[src/htn_pkg.sv]
// ----------------------------------------------------------------------------
// htn_pkg
// Types and constants shared by the height-map-to-normal datapath.
// ----------------------------------------------------------------------------
package htn_pkg;

    localparam int SIDE_W   = 13;
    localparam int MAX_SIDE = 4096;
    localparam int M_W      = 29;   // scaled slope magnitude
    localparam int SUM_W    = 58;   // sum of squares
    localparam int REM_W    = 31;   // square root remainder
    localparam int DEN_W    = 30;   // twice the length
    localparam int NUM_W    = 46;   // rounded dividend
    localparam int Q_W      = 16;
    localparam int LANES    = 3;

    // Configuration register indexes.
    localparam logic CFG_WIDTH  = 1'b0;
    localparam logic CFG_HEIGHT = 1'b1;

    localparam logic [15:0]    BORDER_COMP = 16'd18919;
    localparam logic [M_W-1:0] MY_VAL      = M_W'(32'h0002_0000);
    localparam logic [Q_W-1:0] Q_SAT       = 16'd32767;

    typedef struct packed {
        logic [11:0] pos_x;
        logic [11:0] pos_y;
        logic [15:0] h_center;
        logic [15:0] h_up;
        logic [15:0] h_right;
        logic [15:0] h_down;
        logic [15:0] h_left;
    } t_in;

    typedef struct packed {
        logic signed [15:0] norm_x;
        logic signed [15:0] norm_y;
        logic signed [15:0] norm_z;
        logic [15:0]        height_out;
    } t_out;

    typedef struct packed {
        logic [SUM_W-1:0] rad;
        logic [REM_W-1:0] rem;
        logic [M_W-1:0]   root;
    } t_sq;

    typedef struct packed {
        logic           border;
        logic           negx;
        logic           negz;
        logic [M_W-1:0] mx;
        logic [M_W-1:0] mz;
        logic [15:0]    hc;
    } t_side;

    typedef struct packed {
        logic [LANES-1:0][NUM_W-1:0] num;
        logic [DEN_W-1:0]            den;
        logic [LANES-1:0][Q_W-1:0]   q;
    } t_dv;

    typedef struct packed {
        logic        border;
        logic        negx;
        logic        negz;
        logic [15:0] hc;
    } t_dside;

endpackage

[src/htn_div_cell.sv]
// ----------------------------------------------------------------------------
// htn_div_cell
// One quotient bit of three parallel restoring divisions, registered.
// ----------------------------------------------------------------------------
module htn_div_cell #(
    parameter int K = 0
) (
    input  logic            i_clk,
    input  logic            i_rst_n,
    input  logic            i_vld,
    input  htn_pkg::t_dv    i_dv,
    input  htn_pkg::t_dside i_side,
    output logic            o_vld,
    output htn_pkg::t_dv    o_dv,
    output htn_pkg::t_dside o_side
);
    import htn_pkg::*;

    logic [NUM_W-1:0] sh;
    t_dv              n_dv;

    always_comb begin
        sh   = NUM_W'(i_dv.den) << K;
        n_dv = i_dv;
        for (int l = 0; l < LANES; l++) begin
            if (i_dv.num[l] >= sh) begin
                n_dv.num[l]  = i_dv.num[l] - sh;
                n_dv.q[l][K] = 1'b1;
            end
        end
    end

    always_ff @(posedge i_clk) begin
        if (!i_rst_n) begin
            o_vld <= 1'b0;
        end else begin
            o_vld <= i_vld;
        end
        o_dv   <= n_dv;
        o_side <= i_side;
    end

endmodule

[config.mk]
export PLATFORM = sky130hd
export DESIGN_NAME = htn_div_cell
export DESIGN_NICKNAME = d
export VERILOG_FILES = /design/src/htn_pkg.sv /design/src/htn_div_cell.sv
export SDC_FILE = /design/constraint.sdc
export NUM_CORES = 1
export LEC_CHECK = 0
export ABC_AREA = 1
export BUFFER_PORTS_ARGS = -buffer_cell sky130_fd_sc_hd__buf_2
export CAP_MARGIN = 20
export CORE_AREA = 2 2 219 221
export DETAILED_ROUTE_END_ITERATION = 7
export DIE_AREA = 0 0 221 223
export PLACE_DENSITY = 0.62
export SYNTH_ARGS = -nofsm -noshare
export SYNTH_HDL_FRONTEND = slang
export SYNTH_SLANG_ARGS = --single-unit
[constraint.sdc]
create_clock -name i_clk -period 2.5 [get_ports i_clk]
set_input_delay 0.25 -clock i_clk [delete_from_list [all_inputs] [get_ports i_clk]]
set_output_delay 0.25 -clock i_clk [all_outputs]
set_load 0.05 [all_outputs]
==> impl_metrics.env <==
export IMPL_cts_root_buf="clkbuf_16"
export IMPL_synthCells=2640
export IMPL_fin_area_mm2=0.0235
export IMPL_design_die_area_mm2=0.0493
export IMPL_setup_viol=0
export IMPL_path_cells="dlygate4sd3_1, buf_2, clkinvlp_4, ha_1, nand2_1, nor2_1, nand2_1, nor2_2, nand3b_1, nand2_1, inv_2, nand3_4, inv_4, buf_4, nand2_1, nand2_1"
export IMPL_grt_pass1_wl_um=105000
export IMPL_synth_top_flop_cell="dfxtp_1"
export IMPL_report_final_hold_viol_count=0
export IMPL_avgSynthCellArea_um2=6.14
export IMPL_hp_class="in2reg"
export IMPL_finalNonFillerCells=4087
export IMPL_cts_tree="done"
export IMPL_crit_type="in2reg"
export IMPL_vdd_drop_max_uv=821
export IMPL_fin_crit_ns=2.44
export IMPL_start_util_pct=34.4
export IMPL_clock_sinks=236
export IMPL_hp_start="i_dv[116]"
export IMPL_io_buffers=473
export IMPL_endpoint_kind="register"
export IMPL_htree_levels=1
export IMPL_firstDrtPassIters=8
export IMPL_synth_seq_cells=236
export IMPL_fin_nets=3779
export IMPL_arrival_ns=2.90
export IMPL_pwr_share_seq_pct=31.3
export IMPL_crit_family="buffers and inverters"
export IMPL_worst_pin_slew_ns=0.801
export IMPL_drv_cap=0
export IMPL_p_int_w=0.00841
export IMPL_required_ns=2.96
export IMPL_die_h_um=223
export IMPL_gp_congestion=1.02
export IMPL_rows=80
export IMPL_critPathSlowestCell="dlygate4sd3_1"
export IMPL_cp_start_kind="input port"
export IMPL_grt_max_degree=34
export IMPL_placed_cell_area_mm2=0.0199
export IMPL_power_leakage_nw=12.5
export IMPL_dp_hpwl_um=57900
export IMPL_numCtsBuffers=28
export IMPL_fin_util_pct=49.8
export IMPL_slew_violations=0
export IMPL_drive_above_1_share_pct=22.8
export IMPL_path_clk_slew_ns=0.06
export IMPL_dp_cells=3796
export IMPL_synth_cell_types=31
export IMPL_io_pins=474
export IMPL_grt_pass1_vias=18100
export IMPL_relSlewSlack_pct=46.2
export IMPL_hold_end="o_dv[116]$_DFF_P_"
export IMPL_timing_setup_tns_ns=0
export IMPL_area_delta_synth_final_pct=44.9
export IMPL_coreArea_mm2=0.0471
export IMPL_antenna_found_initial=3
export IMPL_slowest_delay_ns=0.52
export IMPL_critPathBufInv=6
export IMPL_clkPwrFrac_pct=30.6
export IMPL_cp_common_cell="nand2_1"
export IMPL_rsz0062_at_grt="true"
export IMPL_syn_nets=2971
export IMPL_ys_seq_area_share_pct=29.2
export IMPL_synth_edf_count=0
export IMPL_period_share_pct=97.7
export IMPL_p_sw_w=0.00555
export IMPL_ys_async_sr_fraction_pct=0
export IMPL_route_detailed_drc=0
export IMPL_switching_share_pct=39.8
export IMPL_vias=18800
export IMPL_overflow=0
export IMPL_die_x_um=221
export IMPL_grt_use_total_pct=27.5
export IMPL_netlist_area_mm2=0.0162
export IMPL_power_density_mw_per_mm2=595
export IMPL_cp_max_fo=11
export IMPL_wirelength_um=70700
export IMPL_clock_path_buffers=3
export IMPL_outcome="completed"
export IMPL_antenna_left=0
export IMPL_timing_fmax_ghz=0.410
export IMPL_viasPerCell=4.60
export IMPL_drt_iter0_markers=1244
export IMPL_hold_depth=3
export IMPL_ys_warn_count=0
export IMPL_comb_power_share_pct=38.2
export IMPL_routedWlPerCell_um=17.3
export IMPL_hold_slack_ns=0.0260
-- layout by cell type, fill, tap and decap left out, types with 10 or more instances in the layout --
master and count:
a21oi_1 53, a21oi_2 40, buf_12 14, buf_2 472, buf_4 80, clkbuf_16 30
clkinvlp_4 10, dfxtp_1 236, dlygate4sd3_1 231, ha_1 75, inv_1 489, nand2_1 1031
nand2_2 16, nand3_1 168, nand3b_1 23, nand4_1 43, nor2_1 217, nor2_2 20
nor3_1 18, o21ai_0 17, o21ai_1 10, o21ai_2 52, xnor2_1 54
-- tightest hold or removal path, stage by stage --
cell,delay [ns]
buf_2,0.14
nand2_1,0.09
a21oi_2,0.06
-- synthesized netlist by cell type (10+ instances only) --
cell type  instances  area [um^2]
ha_1              90         1130
xnor2_1           54          473
nand3_1          170          851
a21oi_2           39          342
a21oi_1           54          270
dfxtp_1          236         4720
nor3_1            19         95.1
o21ai_1           10         50.1
nand2_1         1031         3870
nand3b_1          23          173
inv_1            496         1860
nand4_1           43          269
buf_6             18          203
o21ai_2           52          455
nor2_2            17          106
o21ai_0           17         85.1
nor2_1           220          826
nand2_2           16          100
-- logic make-up after synthesis --
group / synth area share [%]
AND/OR/NAND/NOR: 39.8
buffers and inverters: 13.1
flip-flops: 29.2
AO/OA/AOI/OAI: 7.47
adder cells (fa/ha/maj): 7.32
XOR/XNOR: 3.13
-- metal layers --
metal,share of wire (%),wire (um),GRT usage [%]
met1,44,31200,35.4
met2,47,33500,48.0
met3,5.6,3950,3.15
met4,3.0,2110,8.40
met5,0,0,0
-- stage by stage --
stage	total power, W	setup WS, ns
global route	0.0146	-0.0599
detailed placement	0.00937	-0.0307
global placement	0.00938	-0.00533
floorplan	0.00778	0.434
finish	0.0140	0.0583
CTS	0.0140	0.00861
-- registers in the layout (all words and copies together), names as in the netlist --
signal,count
o_dv,216
o_side,19
o_vld,1
-- worst max path at each step --
stage	from	endpoint	slack [ns]	depth (start not counted)
after floorplan	i_dv[124]	o_dv[127]$_DFF_P_	0.43	15
after global placement	i_dv[49]	o_dv[144]$_DFF_P_	-0.005	13
after detailed placement	i_dv[49]	o_dv[144]$_DFF_P_	-0.03	13
after CTS	i_dv[77]	o_dv[16]$_SDFF_PP1_	0.009	12
after global routing	i_dv[73]	o_dv[89]$_DFF_P_	-0.06	16
final	i_dv[73]	o_dv[147]$_DFF_P_	0.06	16
-- area by class of cell --
type	count	area, um^2
Fill cell	4881	23700
Multi-Input combinational cell	1880	9510
Timing Repair Buffer	799	5590
Sequential cell	236	4720
Inverter	503	1920
Clock buffer	37	796
Tap cell	615	769
Clock inverter	15	169
Antenna cell	2	5.00
-- power by group through the flow --
stage / registers, W / clock network [W] / logic (W)
finish: 0.00437 / 0.00427 / 0.00533
global placement: 0.00444 / 0 / 0.00494
CTS: 0.00436 / 0.00435 / 0.00525
global route: 0.00439 / 0.00450 / 0.00569
floorplan: 0.00598 / 0 / 0.00180
detailed placement: 0.00444 / 0 / 0.00494
-- what timing repair did --
item | in CTS | in global routing
hold buffers | 231 | 0
setup endpoints to repair | 0 | 117
endpoints found under the hold margin | 230 | 0
gates resized for setup | 0 | 35
setup buffers | 0 | 5
(Power assumes the default switching activity.)
