==> src/htn_pkg.sv <==
// ----------------------------------------------------------------------------
// htn_pkg
// Types and constants shared by the height-map-to-normal datapath.
// ----------------------------------------------------------------------------
package htn_pkg;

    localparam int SIDE_W   = 13;
    localparam int MAX_SIDE = 4096;
    localparam int M_W      = 29;   // scaled slope magnitude
    localparam int SUM_W    = 58;   // sum of squares
    localparam int REM_W    = 31;   // square root remainder
    localparam int DEN_W    = 30;   // twice the length
    localparam int NUM_W    = 46;   // rounded dividend
    localparam int Q_W      = 16;
    localparam int LANES    = 3;

    // Configuration register indexes.
    localparam logic CFG_WIDTH  = 1'b0;
    localparam logic CFG_HEIGHT = 1'b1;

    localparam logic [15:0]    BORDER_COMP = 16'd18919;
    localparam logic [M_W-1:0] MY_VAL      = M_W'(32'h0002_0000);
    localparam logic [Q_W-1:0] Q_SAT       = 16'd32767;

    typedef struct packed {
        logic [11:0] pos_x;
        logic [11:0] pos_y;
        logic [15:0] h_center;
        logic [15:0] h_up;
        logic [15:0] h_right;
        logic [15:0] h_down;
        logic [15:0] h_left;
    } t_in;

    typedef struct packed {
        logic signed [15:0] norm_x;
        logic signed [15:0] norm_y;
        logic signed [15:0] norm_z;
        logic [15:0]        height_out;
    } t_out;

    typedef struct packed {
        logic [SUM_W-1:0] rad;
        logic [REM_W-1:0] rem;
        logic [M_W-1:0]   root;
    } t_sq;

    typedef struct packed {
        logic           border;
        logic           negx;
        logic           negz;
        logic [M_W-1:0] mx;
        logic [M_W-1:0] mz;
        logic [15:0]    hc;
    } t_side;

    typedef struct packed {
        logic [LANES-1:0][NUM_W-1:0] num;
        logic [DEN_W-1:0]            den;
        logic [LANES-1:0][Q_W-1:0]   q;
    } t_dv;

    typedef struct packed {
        logic        border;
        logic        negx;
        logic        negz;
        logic [15:0] hc;
    } t_dside;

endpackage

==> src/htn_sqrt_cell.sv <==
// ----------------------------------------------------------------------------
// htn_sqrt_cell
// One root bit of the digit-by-digit square root, registered.
// ----------------------------------------------------------------------------
module htn_sqrt_cell #(
    parameter int K = 0
) (
    input  logic           i_clk,
    input  logic           i_rst_n,
    input  logic           i_vld,
    input  htn_pkg::t_sq   i_sq,
    input  htn_pkg::t_side i_side,
    output logic           o_vld,
    output htn_pkg::t_sq   o_sq,
    output htn_pkg::t_side o_side
);
    import htn_pkg::*;

    logic [REM_W+1:0] cur;
    logic [REM_W+1:0] trial;
    logic [REM_W+1:0] diff;
    logic             ge;
    t_sq              n_sq;

    always_comb begin
        cur       = {i_sq.rem, i_sq.rad[2*K+1 -: 2]};
        trial     = {2'b00, i_sq.root, 2'b01};
        ge        = (cur >= trial);
        diff      = cur - trial;
        n_sq.rad  = i_sq.rad;
        n_sq.rem  = ge ? diff[REM_W-1:0] : cur[REM_W-1:0];
        n_sq.root = {i_sq.root[M_W-2:0], ge};
    end

    always_ff @(posedge i_clk) begin
        if (!i_rst_n) begin
            o_vld <= 1'b0;
        end else begin
            o_vld <= i_vld;
        end
        o_sq   <= n_sq;
        o_side <= i_side;
    end

endmodule

==> config.mk <==
export PLATFORM = sky130hd
export DESIGN_NAME = htn_sqrt_cell
export DESIGN_NICKNAME = d
export VERILOG_FILES = /design/src/htn_pkg.sv /design/src/htn_sqrt_cell.sv
export SDC_FILE = /design/constraint.sdc
export NUM_CORES = 1
export LEC_CHECK = 0
export ABC_AREA = 0
export BUFFER_PORTS_ARGS = -buffer_cell sky130_fd_sc_hd__buf_2
export CORE_AREA = 5 5 148 150
export CTS_CLUSTER_DIAMETER = 30
export DETAILED_ROUTE_END_ITERATION = 16
export DIE_AREA = 0 0 153 155
export HOLD_SLACK_MARGIN = 0.05
export PLACE_DENSITY = 0.68
export SLEW_MARGIN = 20
export SYNTH_ARGS = -nofsm -noshare
export SYNTH_HDL_FRONTEND = slang
export SYNTH_SLANG_ARGS = --single-unit
==> constraint.sdc <==
create_clock -name i_clk -period 3.3 [get_ports i_clk]
set_input_delay 0.165 -clock i_clk [delete_from_list [all_inputs] [get_ports i_clk]]
set_output_delay 0.165 -clock i_clk [all_outputs]
set_load 0.03 [all_outputs]
==> flow_summary.yaml <==
status:
  outcome: "complete, no violations"
grt:
  groute.layer.met2.usage: 0.383
  grt_pass1_vias: 6659
  largest_net_degree_at_the_start_of_global_routing: 28
  global_route_total_overflow: 0
  gr-usage-all-layers: 0.228
  wire_length_of_the_first_global_routing_pass_um: 41300
  global_routing_s_busiest_layer: "met2"
  met3_grt_util: 0.0704
  grt_use_met1: 0.283
  antenna_found_initial: 6
worst_setup_path:
  worstPathMaxFanout: 27
  crit_slowest_cell: "sky130_fd_sc_hd__dlygate4sd3_1"
  endpoint_kind: "register"
  cp_cell_sequence: "dlygate4sd3_1 -> buf_2 -> inv_1 -> ha_1 -> a21oi_1 -> o21ai_2 -> a311o_1 -> o2bb2ai_2 -> o21ai_4 -> and3_1 -> inv_8 -> mux2_4"
  worst-endpoint-arrival_ns: 3.36
  setup.worst_path.start_class: "primary input"
  critical-path-top-delay-family: "compound AO/OA/AOI/OAI gates"
  critPathKind: "primary input to register"
  crit_path_max_incr_delay_ns: 0.52
  worst_ep_required_time_ns: 3.61
  critical_path.n_buffers_inverters: 4
clock_network:
  cts.sink_count: 196
  cts.repair.resized: 0
  cts_hold_buffers: 194
  root_buffer: "sky130_fd_sc_hd__clkbuf_16"
  post_cts_buffers: 0
  tritoncts.num_buffers: 17
  clk_pin_slew_worst_paths_ns: 0.08
  max-clock-path-buffers: 2
  htreeDepth: 4
  clock_tree_from_tritoncts: "done"
sta:
  final.hold.worst_slack_ns: 0.222
  rsz0062_at_grt: "false"
  max_clock_freq_mhz: 328
  final-max-slew-violation-count: 0
  max_slew.worst_pin.slew_ns: 0.599
  max_slew_headroom: 0.596
  timing_hold_violations_final: 0
  finalSetupTns_ns: 0
  setup_viol_count_final: 0
  min_period_ns: 3.05
  layout_worst_path_cycle_share: 0.924
route:
  dr_total_vias: 6316
  initial_drc_count: 352
  drc: 0
  via_per_inst: 4.40
  antenna_left: 0
  postRouteWirelength_um: 27600
  drt-wirelength-per-cell_um: 19.2
  dr.pass1.iters: 4
yosys:
  synth_top_cell_by_area: "sky130_fd_sc_hd__dfxtp_1"
  yosys_register_bits: 196
  yosysSeqAreaShare: 0.610
  synth_adder_area_share: 0.0603
  number_of_enable_flip_flop_cells_after_synthesis: 0
  netlist_area_um2: 6430
  synthDistinctLibCells: 58
  muxShareOfSynthArea: 0.0496
  leading_post_synthesis_cells_by_cell_area: "sky130_fd_sc_hd__dfxtp_1 61%, sky130_fd_sc_hd__ha_1 6.0%, sky130_fd_sc_hd__mux2_4 3.3%"
  synthMostInstantiatedCell: "sky130_fd_sc_hd__dfxtp_1"
  yosys.area.top_type_share: 0.610
  synth_simple_gate_area_frac: 0.0856
  synth.net_count: 779
  yosys.area_share.xor_xnor: 0.0286
  synth.yosys.warnings: 0
  synth_compound_area_frac: 0.127
  synth_commonest_cells: "196 x sky130_fd_sc_hd__dfxtp_1, 38 x sky130_fd_sc_hd__inv_1, 37 x sky130_fd_sc_hd__nand2_1"
  synthFlopType: "sky130_fd_sc_hd__dfxtp_1"
  cells_after_synthesis: 550
  postSynth.asyncResetShare: 0
  dominant_combinational_cell_family_by_area_after_synthesis: "compound AO/OA/AOI/OAI gates"
  syn_avg_cell_area_um2: 11.7
die:
  placementRows: 53
  die-width_um: 153
  die_area_um2: 23700
  start_util: 0.313
  die_height_um: 155
  design.portCount: 394
  design.core.area_um2: 20600
hold_path:
  hold-path-endpoint: "o_sq[59]"
  min_path_cells: 5
  hold_path_startpoint: "i_sq[59]"
  worst_hold_path_type: "primary input to register"
place:
  detailed_place_hpwl_um: 20500
  io_buffers: 393
  routabilityCongestion: 0.952
cells_and_area:
  layout.filler_cells: 1805
  post_route_cells_drive_above_1_share: 0.397
  ff_latch_area_um2: 3920
  final_nets: 1374
  multi_input_combinational_cell_area_um2: 2260
  synthToLayoutAreaGrowth_pct: 74.6
pwr:
  power-per-cell-area_nw_per_um2: 552
  peakVddDrop_mv: 0.293
  total_leakage_power_nw: 5.64
run:
  max-cap-violations: 0
how the worst max path moves through the flow:
stage,startpoint,end,cells past startpoint
after detailed placement,i_sq[2],o_sq[42],11
after CTS,i_sq[2],o_sq[41],12
after global placement,i_sq[2],o_sq[50],11
after floorplan,i_sq[4],o_sq[40],13
final,i_sq[2],o_sq[41],12
after global routing,i_sq[2],o_sq[41],12
kinds of logic (layout without fill, tap and decap cells):
kind of cell               count (synthesis)  count (layout)
adders and majority gates                 31              31
and+or+nand+nor                          107             107
xor gates and xnor gates                  21              21
buffers and inverters                     54             661
muxes                                     24              24
AOI/OAI and AO/OA                        117             117
other                                      0               4
DFF                                      196             196
metal layers:
layer,vias to the layer above,part of all wire
li1,3099,-
met5,-,0.00098
met3,31,0.056
met2,241,0.49
met4,4,0.024
met1,2941,0.43
per-stage QoR:
step                       util  total power [mW]  setup WS [ns]  area, um2  instances
after floorplan               -              3.47          0.820       6430        550
after global placement    0.422              3.91          0.466       8680       1207
after detailed placement  0.422              3.92          0.365       8680       1207
after CTS                 0.546              6.25          0.272      11200       1432
after global routing      0.546              6.45         0.0636      11200       1435
final                     0.546              6.20          0.250      11200       1436
placed cells by master, fill, tap and decap left out, drive strengths merged, types with 4 or more instances in the layout:
| cell type | instances |
|---|---|
| o21ai | 17 |
| nand2 | 37 |
| nor3 | 11 |
| a21oi | 29 |
| nor2 | 17 |
| clkinv | 5 |
| and4 | 4 |
| xor2 | 8 |
| o21a | 4 |
| a31oi | 5 |
| nand4 | 9 |
| o21bai | 6 |
| mux2 | 21 |
| xnor2 | 13 |
| dfxtp | 196 |
| nand3 | 5 |
| ha | 31 |
| dlygate4sd3 | 194 |
| clkbuf | 17 |
| diode | 4 |
| a21o | 27 |
| buf | 397 |
| and3 | 9 |
| inv | 48 |
tightest hold or removal path, cell delays in order:
cell	delay [ns]
sky130_fd_sc_hd__buf_2	0.09
sky130_fd_sc_hd__nor3_1	0.07
sky130_fd_sc_hd__nand3_2	0.10
sky130_fd_sc_hd__nand4_1	0.11
sky130_fd_sc_hd__o41ai_1	0.08
power breakdown:
group	switching [mW]	total, mW	internal [mW]
combinational	0.871	1.47	0.598
clock	1.09	2.13	1.04
sequential	0.0492	2.60	2.55
total	2.01	6.20	4.19
cell type report:
cell class / instances / share of cell area
Clock inverter: 14 / 0.0158
Clock buffer: 17 / 0.0379
Tap cell: 275 / 0.0306
Inverter: 39 / 0.0137
Timing Repair Buffer: 591 / 0.351
Multi-Input combinational cell: 300 / 0.201
Sequential cell: 196 / 0.349
Antenna cell: 4 / 0.000891
sequential cells by signal, summed over array words and instances, names as in the netlist:
| name | flops |
|---|---|
| o_vld | 1 |
| o_side | 77 |
| o_sq | 118 |
Note: power is estimated with default switching activity, not from simulation.
